[config.mk]
export PLATFORM = sky130hd
export DESIGN_NAME = rtp_ctrl
export DESIGN_NICKNAME = d
export VERILOG_FILES = /design/src/sv/rtp_pkg.sv /design/src/sv/rtp_ctrl.sv
export SDC_FILE = /design/constraint.sdc
export NUM_CORES = 1
export LEC_CHECK = 0
export ABC_AREA = 1
export BUFFER_PORTS_ARGS = -buffer_cell sky130_fd_sc_hd__buf_2
export CELL_PAD_IN_SITES_DETAIL_PLACEMENT = 1
export CELL_PAD_IN_SITES_GLOBAL_PLACEMENT = 1
export CORE_AREA = 2 2 39 41
export DETAILED_ROUTE_END_ITERATION = 6
export DIE_AREA = 0 0 41 43
export PLACE_DENSITY_LB_ADDON = 0.1
export SYNTH_ARGS = -nofsm -noshare
export SYNTH_HDL_FRONTEND = slang
export SYNTH_SLANG_ARGS = --single-unit
[constraint.sdc]
create_clock -name clk_i -period 1.4 [get_ports clk_i]
set_clock_uncertainty 0.1 [all_clocks]
set_input_delay 0.21 -clock clk_i [delete_from_list [all_inputs] [get_ports clk_i]]
set_output_delay 0.21 -clock clk_i [all_outputs]
set_load 0.02 [all_outputs]
[src/sv/rtp_pkg.sv]
// ----------------------------------------------------------------------------
// rtp_pkg
// Shared types, constants and width helpers for the rigid transform point core.
// ----------------------------------------------------------------------------
package rtp_pkg;

  // Default parameter values
  localparam int COORD_WIDTH_DEF = 32;
  localparam int QUAT_FRAC_DEF   = 14;

  // Fixed field widths
  localparam int QUAT_W     = 16;
  localparam int QC_W       = QUAT_W + 1;  // conjugated component, holds +32768
  localparam int SHIFT_W    = 32;
  localparam int CFG_IDX_W  = 4;
  localparam int CFG_DATA_W = 32;

  // Pipeline stages
  localparam int NUM_STAGES = 5;
  localparam int ST_PROD1   = 0;  // v * q products
  localparam int ST_CROSS   = 1;  // t = 2 (q x v), rounded
  localparam int ST_PROD2   = 2;  // t * q products
  localparam int ST_ROT     = 3;  // rotated vector
  localparam int ST_OUT     = 4;  // translate, saturate, output register

  localparam logic [QUAT_W-1:0] ROT_W_RESET = 16'h4000;

  typedef enum logic [CFG_IDX_W-1:0] {
    REG_ROT_W   = 4'd0,
    REG_ROT_X   = 4'd1,
    REG_ROT_Y   = 4'd2,
    REG_ROT_Z   = 4'd3,
    REG_SHIFT_X = 4'd4,
    REG_SHIFT_Y = 4'd5,
    REG_SHIFT_Z = 4'd6,
    REG_INVERSE = 4'd7
  } cfg_reg_e;

  typedef logic signed [QC_W-1:0] qcomp_t;

  typedef struct packed {
    qcomp_t w;
    qcomp_t x;
    qcomp_t y;
    qcomp_t z;
  } quat_t;

  // Per-stage load enables from the pipeline control
  typedef struct packed {
    logic [NUM_STAGES-1:0] load;
  } pipe_ctl_t;

  // Width of a rotated coordinate for a given input width and quaternion scale
  function automatic int rot_out_width(input int cw, input int qf);
    int tw;
    int rw;
    tw = cw + QC_W + 1 - qf + 2;
    rw = tw + QC_W + 2 - qf + 1;
    return (cw > rw) ? cw + 1 : rw + 1;
  endfunction

endpackage

[src/sv/rtp_ctrl.sv]
// ----------------------------------------------------------------------------
// rtp_ctrl
// Valid bits of the pipeline stages and the per-stage load enables. A stage
// loads when it is empty or when the stage after it moves on, so bubbles
// collapse and a stall holds the full stages in place.
// ----------------------------------------------------------------------------
module rtp_ctrl (
  input  logic               clk_i,
  input  logic               rst_ni,
  input  logic               in_valid_i,
  input  logic               out_ready_i,
  output logic               in_ready_o,
  output logic               out_valid_o,
  output rtp_pkg::pipe_ctl_t ctl_o
);

  localparam int NS = rtp_pkg::NUM_STAGES;

  logic [NS-1:0] valid_q;
  logic [NS-1:0] valid_d;
  logic [NS-1:0] load;

  // Load enables ripple back from the output
  always_comb begin
    load[NS-1] = ~valid_q[NS-1] | out_ready_i;
    for (int k = NS - 2; k >= 0; k--) begin
      load[k] = ~valid_q[k] | load[k+1];
    end
  end

  // Valid bits follow the data
  always_comb begin
    valid_d = valid_q;
    if (load[0]) begin
      valid_d[0] = in_valid_i;
    end
    for (int k = 1; k < NS; k++) begin
      if (load[k]) begin
        valid_d[k] = valid_q[k-1];
      end
    end
  end

  always_ff @(posedge clk_i or negedge rst_ni) begin
    if (!rst_ni) begin
      valid_q <= '0;
    end else begin
      valid_q <= valid_d;
    end
  end

  assign ctl_o.load  = load;
  assign in_ready_o  = load[0];
  assign out_valid_o = valid_q[NS-1];

endmodule

## After elaboration in Yosys (flattened, before gate mapping)

Cells that the tools add are included.

- Bits in registers: 5
- Input bits: 4
- Output and inout port bits: 7

- Bitwise logic cells: 10

Operators with widths:

| cell | number |
|---|---|
| $not A1 Y1 | 5 |
| $or A1 B1 Y1 | 5 |

## Longest topological paths before layout

- Word-level depth: 6
- Depth in mapped cells: 5

## Worst setup path after synthesis

OpenSTA, ideal clock, no wires.

- Path type: register -> output
- Start: register valid_q[4]
- End: output port ctl_o[0] in the netlist's numbering
- Data arrival time: 1203 ps
- Path slack: -113 ps
- Cell stages (with the launch flop): 5
- Buffers on the path: 1
- Cell sequence: dfrtp_1 -> nand3_2 -> nor2_4 -> nand3_2 -> buf_4

RTL lines:

| what | RTL line | source |
|---|---|---|
| start, declared | rtp_ctrl.sv:19 | `logic [NS-1:0] valid_q;` |
| start signal, assigned | rtp_ctrl.sv:48 | `valid_q <= valid_d;` |
| end, declared | rtp_ctrl.sv:14 | `output rtp_pkg::pipe_ctl_t ctl_o` |

==> qor.yml <==
syn_nets: 26
slew-limit-headroom_pct: 91.3
die_w_um: 41
row_count: 14
cts_made_buffers: 3
maxSlewViolCount: 0
dpl.hpwl_um: 364
synthArstFlopShare_pct: 100
core-area_sq_mm: 0.00138
initial_utilization_pct: 15.6
end_kind: "primary output"
synth.distinct_cells: 7
synth_xor_area_share_pct: 0
hold_path.class: "primary input to flip-flop"
diodes: 0
post-route-min-period_ps: 1420
synth_compound_area_share_pct: 0
yosysTopAreaCell: "dfrtp_1"
cts_sinks: 5
viasPerCell: 3.63
path_cells: "nand3_4 > nor2_4 > nand3_2 > buf_2"
gp_congestion: 0.595
final-hold-violation-count: 0
p_sw_share_pct: 30.4
setup_viol_count_final: 2
tns_ps: -33.8
dieHeight_um: 43
critical_path_peak_fanout: 4
largest_reg_flops: 5
synth-simple-area-share_pct: 27.9
multi_input_area_sq_um: 67.6
peakVddDrop_uv: 370
cp_slowest_cell: "dfrtp_1"
synthAdderAreaFrac_pct: 0
track_usage_pct: 7.07
p_sw_uw: 143
cap_violations: 0
placed_area_sq_um: 287
synthDominantCellAreaShare_pct: 58.1
timing.final.ws_setup_ps: -17.4
yosysSeqAreaShare_pct: 58.1
period_share_pct: 101
grt_pass1_vias: 206
critPathLaunchType: "flip-flop"
yosysWarnings: 0
powerDensity_mw_per_mm2: 1310
dp_slack_ps: 191
max_stage_delay_ps: 380
utilization_pct: 25.9
detail_route.iter0.violations: 0
synth_common_cells: "inv_1 (6), nand2_1 (6), dfrtp_1 (5)"
path_class: "flip-flop to primary output"
regMostFlops: "valid_q"
clock_power_share_pct: 35.2
synth_area_leaders: "dfrtp_1 (58%), inv_1 (10%), nand2_1 (10%), nand3_2 (9.3%), nor2_4 (5.2%)"
drc: 0
tightest_slew_ps: 130
required_ps: 1090
finalWirelength_um: 491
htreeDepth: 1
clockRootBuffer: "clkbuf_4"
final-seq-area_sq_um: 126
seqPwrFrac_pct: 37.2
antenna_found_initial: 0
syn_area_per_cell_sq_um: 9.78
clockBufferDepth: 2
rsz0062_at_grt: "yes"
combPwrFrac_pct: 27.6
layout.nets: 45
synth_top_family_by_area: "simple AND/OR/NAND/NOR gates"
status: "complete, but fails checks"
synthesis.area_sq_um: 215
die_area_sq_mm: 0.00176
cts_tree: "done"
area_growth_pct: 66.9
grt_overflow: 0
synth_edf_count: 0
design_area_sq_um: 359
vias: 203
grt_pass1_wl_um: 759
violations: "negative setup slack"
synthMuxAreaShare_pct: 0
drt_first_pass_iters: 1
max_freq_ghz: 0.706
p_leak_nw: 0.187
finalPower_uw: 472
drive_gt1_share_pct: 52.5
synthFlopType: "dfrtp_1"
port_buffers: 10
postSynthCellCount: 22
pin_count: 11
clk_latency_ps: 240
routedWlPerCell_um: 8.77
antenna_left: 0
crit_arrival_ps: 1110
biggestRegsByFlops: "valid_q: 5 flops"
fillCellCount: 169
grt_max_degree: 6
clk_pin_slew_worst_paths_ps: 40
power.internal_uw: 329
synth_seq_cells: 5
[area by class of cell]
type / instances / area share [%]
clock buffer: 4 / 7.32
inverter: 6 / 6.27
multi-input combinational: 10 / 18.8
sequential: 5 / 35.2
tap: 16 / 5.57
timing repair buffer: 15 / 26.8
[timing repair]
action / CTS / global route
endpoints found under the hold margin: 5 / 0
buffers inserted: 2 / 2
gates resized for setup: 0 / 2
hold buffers: 1 / 0
setup endpoints to repair: 3 / 4
[critical path: cells and delay by family (launching register included)]
family        cells  cell delay (ps)
simple gates      3              320
buf+inv           1              170
flops             1              380
[metal layers]
layer	global-route usage, %	up-vias	part of all wire [%]
met3	3.14	2	9.6
met4	8.00	0	1.6
met2	9.38	9	50
li1	-	98	-
met1	7.21	94	38
met5	0	-	0
[placed cells by master (no fill, tap or decap), drive strengths merged]
cell         netlist  final
dlygate4sd3        0      1
or2                1      1
dfrtp              5      5
nand3              2      2
nor2               1      1
inv                6      6
clkbuf             0      4
nand2              6      6
buf                1     14
[worst paths after layout]
path / startpoint / end / slack (ps) / depth (start not counted)
setup / recovery: valid_q[3] / ctl_o[0] / -20 / 4
hold / removal: in_valid_i / valid_q[0] / 60 / 3
setup reg to reg: valid_q[4] / valid_q[2] / 430 / 3
hold reg to reg: valid_q[0] / valid_q[1] / 380 / 2
max in group asynchronous: rst_ni / valid_q[4] / 830 / 2
min in group asynchronous: rst_ni / valid_q[2] / 220 / 2
[metrics by stage]
step / hold slack (ps) / cells
6_report: 56.9 / 56
5_1_grt: 68.7 / 56
4_1_cts: 53.6 / 54
3_5_place_dp: -65.3 / 47
3_3_place_gp: -66.2 / 47
2_1_floorplan: -186 / 22
[power groups by stage]
stage          clock (mW)  sequential [mW]  combinational, mW
2_1_floorplan           0            0.179             0.0698
3_3_place_gp            0            0.177              0.103
3_5_place_dp            0            0.178              0.104
4_1_cts             0.173            0.175              0.116
5_1_grt             0.183            0.177              0.145
6_report            0.166            0.176              0.130
[cell families (layout without fill, tap and decap cells)]
group | Yosys count | after routing
DFF | 5 | 5
and+or+nand+nor | 10 | 10
buffers and inverters | 7 | 25
No activity file was read; power rests on OpenSTA's default activity.
