### src/sv/rtp_pkg.sv
// ----------------------------------------------------------------------------
// rtp_pkg
// Shared types, constants and width helpers for the rigid transform point core.
// ----------------------------------------------------------------------------
package rtp_pkg;

  // Default parameter values
  localparam int COORD_WIDTH_DEF = 32;
  localparam int QUAT_FRAC_DEF   = 14;

  // Fixed field widths
  localparam int QUAT_W     = 16;
  localparam int QC_W       = QUAT_W + 1;  // conjugated component, holds +32768
  localparam int SHIFT_W    = 32;
  localparam int CFG_IDX_W  = 4;
  localparam int CFG_DATA_W = 32;

  // Pipeline stages
  localparam int NUM_STAGES = 5;
  localparam int ST_PROD1   = 0;  // v * q products
  localparam int ST_CROSS   = 1;  // t = 2 (q x v), rounded
  localparam int ST_PROD2   = 2;  // t * q products
  localparam int ST_ROT     = 3;  // rotated vector
  localparam int ST_OUT     = 4;  // translate, saturate, output register

  localparam logic [QUAT_W-1:0] ROT_W_RESET = 16'h4000;

  typedef enum logic [CFG_IDX_W-1:0] {
    REG_ROT_W   = 4'd0,
    REG_ROT_X   = 4'd1,
    REG_ROT_Y   = 4'd2,
    REG_ROT_Z   = 4'd3,
    REG_SHIFT_X = 4'd4,
    REG_SHIFT_Y = 4'd5,
    REG_SHIFT_Z = 4'd6,
    REG_INVERSE = 4'd7
  } cfg_reg_e;

  typedef logic signed [QC_W-1:0] qcomp_t;

  typedef struct packed {
    qcomp_t w;
    qcomp_t x;
    qcomp_t y;
    qcomp_t z;
  } quat_t;

  // Per-stage load enables from the pipeline control
  typedef struct packed {
    logic [NUM_STAGES-1:0] load;
  } pipe_ctl_t;

  // Width of a rotated coordinate for a given input width and quaternion scale
  function automatic int rot_out_width(input int cw, input int qf);
    int tw;
    int rw;
    tw = cw + QC_W + 1 - qf + 2;
    rw = tw + QC_W + 2 - qf + 1;
    return (cw > rw) ? cw + 1 : rw + 1;
  endfunction

endpackage

### src/sv/rtp_sat.sv
// ----------------------------------------------------------------------------
// rtp_sat
// Final stage: adds the translation (forward) or subtracts the rotated
// translation (inverse), saturates each coordinate and registers the result.
// ----------------------------------------------------------------------------
module rtp_sat #(
  parameter int COORD_WIDTH = rtp_pkg::COORD_WIDTH_DEF,
  parameter int PT_W        = rtp_pkg::rot_out_width(rtp_pkg::COORD_WIDTH_DEF,
                                                     rtp_pkg::QUAT_FRAC_DEF),
  parameter int SH_W        = rtp_pkg::rot_out_width(rtp_pkg::SHIFT_W,
                                                     rtp_pkg::QUAT_FRAC_DEF)
) (
  input  logic                               clk_i,
  input  rtp_pkg::pipe_ctl_t                 ctl_i,
  input  logic                               inverse_i,
  input  logic signed [rtp_pkg::SHIFT_W-1:0] shift_i [3],
  input  logic signed [PT_W-1:0]             rp_pt_i [3],
  input  logic signed [SH_W-1:0]             rp_sh_i [3],
  output logic signed [COORD_WIDTH-1:0]      out_o   [3],
  output logic                               sat_o
);

  localparam int MW = (PT_W > SH_W) ? PT_W : SH_W;
  localparam int XW = (MW > rtp_pkg::SHIFT_W) ? MW : rtp_pkg::SHIFT_W;
  localparam int FW = XW + 1;
  localparam int HW = FW - COORD_WIDTH + 1;

  localparam logic [COORD_WIDTH-1:0] MAX_VAL = {1'b0, {(COORD_WIDTH-1){1'b1}}};
  localparam logic [COORD_WIDTH-1:0] MIN_VAL = {1'b1, {(COORD_WIDTH-1){1'b0}}};

  logic signed [COORD_WIDTH-1:0] out_d [3];
  logic signed [COORD_WIDTH-1:0] out_q [3];
  logic [2:0]                    clamp;
  logic                          sat_q;

  // Translate and clamp to the coordinate range
  always_comb begin
    logic signed [FW-1:0] sum;
    logic [HW-1:0]        top;
    for (int k = 0; k < 3; k++) begin
      if (inverse_i) begin
        sum = FW'(rp_pt_i[k]) - FW'(rp_sh_i[k]);
      end else begin
        sum = FW'(rp_pt_i[k]) + FW'(shift_i[k]);
      end
      top      = sum[FW-1:COORD_WIDTH-1];
      clamp[k] = ~((&top) | ~(|top));
      if (!clamp[k]) begin
        out_d[k] = sum[COORD_WIDTH-1:0];
      end else if (sum[FW-1]) begin
        out_d[k] = MIN_VAL;
      end else begin
        out_d[k] = MAX_VAL;
      end
    end
  end

  // Output register
  always_ff @(posedge clk_i) begin
    if (ctl_i.load[rtp_pkg::ST_OUT]) begin
      out_q <= out_d;
      sat_q <= |clamp;
    end
  end

  assign out_o = out_q;
  assign sat_o = sat_q;

endmodule

### config.mk
export PLATFORM = sky130hd
export DESIGN_NAME = rtp_sat
export DESIGN_NICKNAME = d
export VERILOG_FILES = /design/src/sv/rtp_pkg.sv /design/src/sv/rtp_sat.sv
export SDC_FILE = /design/constraint.sdc
export NUM_CORES = 1
export LEC_CHECK = 0
export ABC_AREA = 1
export BUFFER_PORTS_ARGS = -buffer_cell sky130_fd_sc_hd__buf_4
export CAP_MARGIN = 20
export CORE_MARGIN = 1
export CORE_UTILIZATION = 48
export CTS_CLUSTER_SIZE = 14
export DETAILED_ROUTE_END_ITERATION = 10
export PLACE_DENSITY = 0.8
export SYNTH_ARGS = -nofsm -noshare
export SYNTH_HDL_FRONTEND = slang
export SYNTH_SLANG_ARGS = --single-unit
### constraint.sdc
create_clock -name clk_i -period 7.2 [get_ports clk_i]
set_input_delay 1.44 -clock clk_i [delete_from_list [all_inputs] [get_ports clk_i]]
set_output_delay 1.44 -clock clk_i [all_outputs]
set_load 0.01 [all_outputs]
# --- Yosys cells after proc, flatten, opt, wreduce, memory -nomap -nowiden ---
# Index checks and enable logic that the tools add are counted.
totals:
  in_bits: 373
  regBits: 97
classes:
  n_reduce_logical: 7
  bitwise_logic: 9
  addsub: 6
  n_mux: 9
ops:
  columns: ["cell", "count"]
  rows:
  - ["32-bit 2-to-1 mux", 6]
  - ["45-bit by 32-bit adder with 46-bit output", 3]
  - ["46-bit 2-to-1 mux", 3]
  - ["45-bit by 45-bit subtractor with 46-bit output", 3]
  - ["15-bit AND reduction", 3]
  - ["15-bit OR reduction", 3]
  - ["1-bit NOT", 6]
  - ["1-bit bitwise OR", 3]
  - ["3-bit OR reduction", 1]

# --- Depth between registers and ports, before layout ---
# Gate-level depths: netlist (run 1).
depth:
  depth_word: 7
  ltp_mapped: 36

# --- Worst setup path after synthesis (run 1) ---
# No wires, ideal clock.
synth_timing:
  kind: "input-to-reg"
  startpoint: "in shift_i[0] in the netlist's numbering"
  endpoint: "reg out_q, in the netlist out_o[10], data pin"
  path_stages: 35
  arrival_ps: 4844
  path_slack_ps: 2103
  cell_sequence: "inv_1 -> ha_1 -> nand2_1 -> nor2_1 -> inv_1 -> nor2_2 -> nand2_1 -> inv_1 -> nand3_1 -> nor2_1 -> nand2_1 -> nor3_2 -> nand2_1 -> nor2_1 -> xor2_1 -> nand2_1 -> o21ai_1 -> ha_1 -> nand2_1 -> nand2_1 -> a21oi_1 -> inv_1 -> a21oi_1 -> nor2_1 -> nor2_1 -> nand2_1 -> nand2_1 -> nand2_1 -> nor2_1 -> nand2_1 -> nor2_1 -> nand2_1 -> nand3_2 -> buf_6 -> nand2_1"
synth_rtl:
  columns: ["element", "line", "source"]
  rows:
  - ["start, declared", "rtp_sat.sv:16", "input logic signed [rtp_pkg::SHIFT_W-1:0] shift_i [3],"]
  - ["end signal, assigned", "rtp_sat.sv:61", "out_q <= out_d;"]
  - ["end, declared", "rtp_sat.sv:32", "logic signed [COORD_WIDTH-1:0] out_q [3];"]

# --- Worst setup path in the final report (run 1) ---
layout_timing:
  startpoint: "in shift_i[65] in the netlist's numbering"
  endpoint: "reg sat_q, in the netlist sat_o, data pin"
layout_via:
  elab_chain_len: 7
layout_lines:
  columns: ["element", "line", "source"]
  rows:
  - ["45-bit by 32-bit adder with 46-bit output (*)", "rtp_sat.sv:44", "sum = FW'(rp_pt_i[k]) + FW'(shift_i[k]);"]
  - ["46-bit 2-to-1 mux (*)", "rtp_sat.sv:41", "if (inverse_i) begin"]
  - ["15-bit OR reduction", "rtp_sat.sv:47", "clamp[k] = ~((&top) | ~(|top));"]
  - ["1-bit NOT", "rtp_sat.sv:47", null]
  - ["1-bit bitwise OR (*)", "rtp_sat.sv:47", null]
  - ["1-bit NOT (*)", "rtp_sat.sv:47", null]
  - ["3-bit OR reduction (*)", "rtp_sat.sv:62", "sat_q <= |clamp;"]
  - ["end signal, assigned", "rtp_sat.sv:62", null]
  - ["end, declared", "rtp_sat.sv:34", "logic sat_q;"]
# Every way passes the cells marked *; elsewhere a longest branch is shown, timed or not.
# A chain may end at the register's enable or synchronous reset.

==> flow_summary.toml, run 1 <==
[status]
status = "finished clean"

[placement]
place_ws_ps = 500.9
hpwl_um = 63400
gp_congestion = 1.062
numPortBuffers = 465
placed_cells = 4513

[routing]
drt-total-wl_um = 74240
drt-vias-per-instance = 5.241
route.detailed.drc = 0
firstDrtPassIters = 6
vias = 23750
drtIter0Drc = 2229
wl_per_cell_um = 16.38
ant_nets = 0

[hold_path]
min_path_cells = 4
whs_endpoint = "out_o[1]"
hp-start = "rp_pt_i[1]"
min_path_type = "in -> reg"

[cells_and_area]
finalNetCount = 4520
syn_to_final_growth_pct = 21.99
fillers = 4174
multi_input_area_mm2 = 0.01380
register_area_mm2 = 0.002913
layout-drive-gt1-share = 0.1391
most-common-layout-cells = "nand2_1, inv_1, buf_4"
stdcell_count = 4532
layout_commonest_cell = "nand2_1"

[clock_tree]
cts_resized = 0
cts_hold_buf = 0
cts_buffers = 9
clkTransAtPathRegs_ps = 80
cts_sinks = 97
h-tree-depth = 3
post_cts_buffers = 0
cts_tree = "built"
root_buffer = "clkbuf_16"
clockBufferDepth = 2

[timing]
max_freq_mhz = 155.9
tns_ps = 0
rsz0062_at_grt = "no"
setup_slack_ps = 785.2
final_max_slew_viol_count = 0
setup_viol = 0
hold_slack_ps = 1492
max_slew_margin = 0.4670
worst_pin_slew_ps = 799.5
hold_violations = 0
min_period_over_period = 0.8909
fin_crit_ps = 6415

[critical_path]
crit_top_cell = "nand2_1"
crit_fanout = 32
end_kind = "register"
arrival_ps = 6540
cpMaxStageDelayCell = "nand2_2"
path_class = "in -> reg"
max_stage_delay_ps = 540
required_ps = 7330
crit_path_start_kind = "input pin"

[grt]
grt_pass1_vias = 21540
antenna_found_initial = 3
grt_first_pass_wirelength_um = 113600
grt.total_usage = 0.3557
grt_start_max_net_pins = 72
grt-ovfl-total = 0

[pwr]
switchingPower_w = 0.001513
power_density_mw_per_mm2 = 138.3
cellLeakagePower_nw = 13.23
p_int_w = 0.001731
ir_worst_vdd_v = 0.0001413
swShare = 0.4665
sequentialPowerShare = 0.235
power_frac_comb = 0.599
clock_power_share = 0.166

[job]
drv_cap = 0

[floorplanning]
num_io_pins = 470
rows = 72
die-width_um = 202.1
dieArea_mm2 = 0.04085
core_area_mm2 = 0.03910
die_h_um = 202.1
initial_core_util = 0.4917

[synth]
yosysWarnings = 0
ys_ff_latch = 97
syn_nets = 4080
synth_top_cell_area_share = 0.2876
synth_area_leader_cell = "nand2_1"
synthArstFlopShare = 0
ys_seq_area_frac = 0.1515
synth_edf_count = 97
synthCells = 3566
synthDistinctLibCells = 50
synth.area.top_cells = "nand2_1, edfxtp_1, inv_1, ha_1, nor2_1"
synth_top_flop_cell = "edfxtp_1"
avgSynthCellArea_um2 = 5.391
synth_area_mm2 = 0.01922
[how the worst max path moves through the flow]
stage / startpoint / to / slack [ps] / cells past startpoint
after global placement: shift_i[65] / sat_o / 610 / 27
after CTS: shift_i[65] / sat_o / 930 / 27
after detailed placement: shift_i[65] / sat_o / 500 / 27
after global routing: shift_i[0] / out_o[25] / 320 / 33
final: shift_i[65] / sat_o / 790 / 30
after floorplan: shift_i[0] / out_o[10] / 2100 / 35
[metal layers]
metal	up-vias	track usage	routed length, um
met1	10490	0.4814	32450
met3	154	0.04805	6261
met2	1096	0.5772	32880
met4	0	0.1259	2647
met5	-	0	0
li1	12010	-	-
[Yosys cell counts, types with 8 or more instances]
library cell	instances
nand3_1	182
clkbuf_1	26
o21ai_0	133
inv_1	581
nand2_1	1473
nor4_1	20
o21bai_1	15
nand4_1	40
buf_6	15
edfxtp_1	97
nor2_1	415
inv_2	11
nand2_2	8
a21oi_1	130
ha_1	138
or2_2	9
xnor2_1	35
a31oi_1	14
a22oi_1	13
nor2_2	21
nor3_1	21
nand3b_1	11
xor2_1	86
[metrics by stage]
step / power, W / util / area, um^2
floorplan: 0.001969 / - / 19220
global placement: 0.002663 / 0.5921 / 23150
detailed placement: 0.002671 / 0.5921 / 23150
CTS: 0.003215 / 0.5996 / 23440
global route: 0.003468 / 0.5998 / 23450
finish: 0.003244 / 0.5998 / 23450
[cell families after synthesis]
logic type,share of synthesized area
AND/OR/NAND/NOR,0.4710
buffers and inverters,0.1308
adder cells (fa/ha/maj),0.09294
XOR/XNOR,0.05513
multiplexers,0.003645
flip-flops,0.1515
AO/OA/AOI/OAI,0.09496
[flip-flops by register name, summed over array words and instances, names as in the netlist]
signal,count
out_o,96
sat_o,1
[power groups by stage]
| stage | clock network, W | registers, W | logic (W) |
|---|---|---|---|
| 6_report | 0.000538 | 0.000764 | 0.00194 |
| 5_1_grt | 0.000562 | 0.000772 | 0.00213 |
| 4_1_cts | 0.000547 | 0.000765 | 0.00190 |
| 3_5_place_dp | 0 | 0.000776 | 0.00189 |
| 3_3_place_gp | 0 | 0.000777 | 0.00189 |
| 2_1_floorplan | 0 | 0.000814 | 0.00116 |
[final cells by class]
cell class                 count  share of cell area
multi-input combinational   2832              0.5883
timing repair buffer         473              0.1520
sequential                    97              0.1242
inverter                     593             0.09502
tap                          518             0.02764
clock buffer                  10            0.009764
clock inverter                 6            0.002828
antenna                        3           0.0003201
[worst max-delay path: cells and delay by family]
family / cells / cell delay, ps
fa+ha+maj: 2 / 580
buf+inv: 3 / 320
compound gates: 1 / 90
xor+xnor: 1 / 80
simple gates: 23 / 4030
No activity file was read; power rests on OpenSTA's default activity.
==> run 2, diff against run 1 <==
--- a/config.mk
+++ b/config.mk
@@ -8,6 +8,7 @@
 export ABC_AREA = 1
 export BUFFER_PORTS_ARGS = -buffer_cell sky130_fd_sc_hd__buf_4
 export CAP_MARGIN = 20
+export CORE_ASPECT_RATIO = 1.75
 export CORE_MARGIN = 1
 export CORE_UTILIZATION = 48
 export CTS_CLUSTER_SIZE = 14
==> run 2 against run 1 <==
Against the previous run: combinational power increased by 4%; non-clock buffer count rose by 6; critical path depth increased by 4; die area barely moved; sequential cell count stayed put; sequential share of layout area shrank 0.051 points; core utilization shrank 0.21 points; wire length up 13%; sequential power about the same; cell count down 0.26%; critical endpoint is now out_o[11]; largest power group unchanged.
==> flow_summary.toml, run 2 (synthesized netlist as in run 1, its figures left out) <==
[hold_path]
hp-start = "rp_pt_i[134]"
min_path_type = "in -> reg"

[cells_and_area]
syn_to_final_growth_pct = 22.49
layout-drive-gt1-share = 0.1409
most-common-layout-cells = "nand2_1, inv_1, buf_4"
largest_reg_flops = 96
layout_commonest_cell = "nand2_1"
finalNetCount = 4526
stdcell_area_mm2 = 0.02355

[grt]
grt_start_max_net_pins = 84
antenna_found_initial = 15
grt_first_pass_wirelength_um = 123900
grt_pass1_vias = 23230
grt.total_usage = 0.4045
grt-ovfl-total = 0

[timing]
fin_crit_ps = 6428
rsz0062_at_grt = "no"
max_slew_margin = 0.3831
worst_pin_slew_ps = 915.6
min_period_over_period = 0.8927
hold_violations = 0
final_max_slew_viol_count = 0
setup_slack_ps = 772.3
setup_viol = 0
tns_ps = 0
max_freq_mhz = 155.6
hold_slack_ps = 1506

[clock_tree]
cts_sinks = 97
cts_buffers = 9
h-tree-depth = 3
cts_hold_buf = 0
post_cts_buffers = 0
cts_tree = "built"
root_buffer = "clkbuf_16"
clkTransAtPathRegs_ps = 80
clockBufferDepth = 2
cts_resized = 0

[critical_path]
arrival_ps = 6560
cp-startpoint = "shift_i[0]"
required_ps = 7330
crit_top_cell = "nand2_1"
cpMaxStageDelayCell = "buf_4"
end_kind = "register"
crit_path_start_kind = "input pin"
crit_fanout = 31
path_class = "in -> reg"
max_stage_delay_ps = 350

[floorplanning]
num_io_pins = 470
rows = 96
dieArea_mm2 = 0.04089
die_h_um = 266.7
die-width_um = 153.3
initial_core_util = 0.4879
core_area_mm2 = 0.03940

[pwr]
ir_worst_vdd_v = 0.0001040
cellLeakagePower_nw = 13.29
power_density_mw_per_mm2 = 143.3

[placement]
place_ws_ps = 557.1
hpwl_um = 71830
postPlaceCellArea_mm2 = 0.02318
numPortBuffers = 465
gp_congestion = 1.065

[status]
status = "finished clean"

[routing]
drt-vias-per-instance = 5.322
route.detailed.drc = 0
drt-total-wl_um = 84030
firstDrtPassIters = 7
drtIter0Drc = 1667
vias = 24060
wl_per_cell_um = 18.59
ant_nets = 0

[job]
drv_cap = 0
run 2: cell count changes in the layout (fill, tap and decap cells not counted), sizes merged:
cell / delta
diode: +10
bufinv: +1
inv: +2
clkbuf: -1
buf: +6
clkinvlp: -2
run 2: final timing paths:
check	endpoint	slack [ps]	depth (start not counted)
worst max-delay path	out_o[11]	770	34
worst min-delay path	out_o[95]	1510	5
run 2: power breakdown:
| part | switching [W] | internal [W] |
|---|---|---|
| Clock | 0.000279 | 0.000312 |
| Sequential | 0.0000307 | 0.000734 |
| Combinational | 0.00128 | 0.000735 |
| Total | 0.00159 | 0.00178 |
run 2: final cells by class:
type / instances / area [um^2]
flip-flops and latches: 97 / 2913
diodes: 13 / 32.53
clock buffers: 9 / 225.2
inverters: 593 / 2228
fillers: 4199 / 15850
well taps: 490 / 613.1
multi-input cells: 2832 / 13800
repair buffers: 479 / 3633
clock inverters: 7 / 106.4
run 2: critical path, delay by kind of cell:
kind | cells | cell delay (ps)
buffers and inverters | 6 | 770
and+or+nand+nor | 22 | 2900
xor gates and xnor gates | 1 | 300
adders and majority gates | 2 | 480
AOI/OAI and AO/OA | 3 | 610
run 2: per-stage QoR:
stage | util | instances | power (W)
CTS | 0.5969 | 4507 | 0.003332
global route | 0.5977 | 4520 | 0.003570
floorplan | - | 3566 | 0.001969
finish | 0.5977 | 4520 | 0.003373
global placement | 0.5884 | 4491 | 0.002740
detailed placement | 0.5884 | 4491 | 0.002745
run 2: routing by layer:
layer  GRT usage  routed length (um)  part of all wire  vias to the layer above
met2      0.7531               42330              0.50                     1021
met4      0.3552                7776             0.093                        4
li1            -                   -                 -                    12000
met3     0.06251                5230             0.062                      335
met1      0.3838               28670              0.34                    10700
met5           0                  25           0.00030                        -
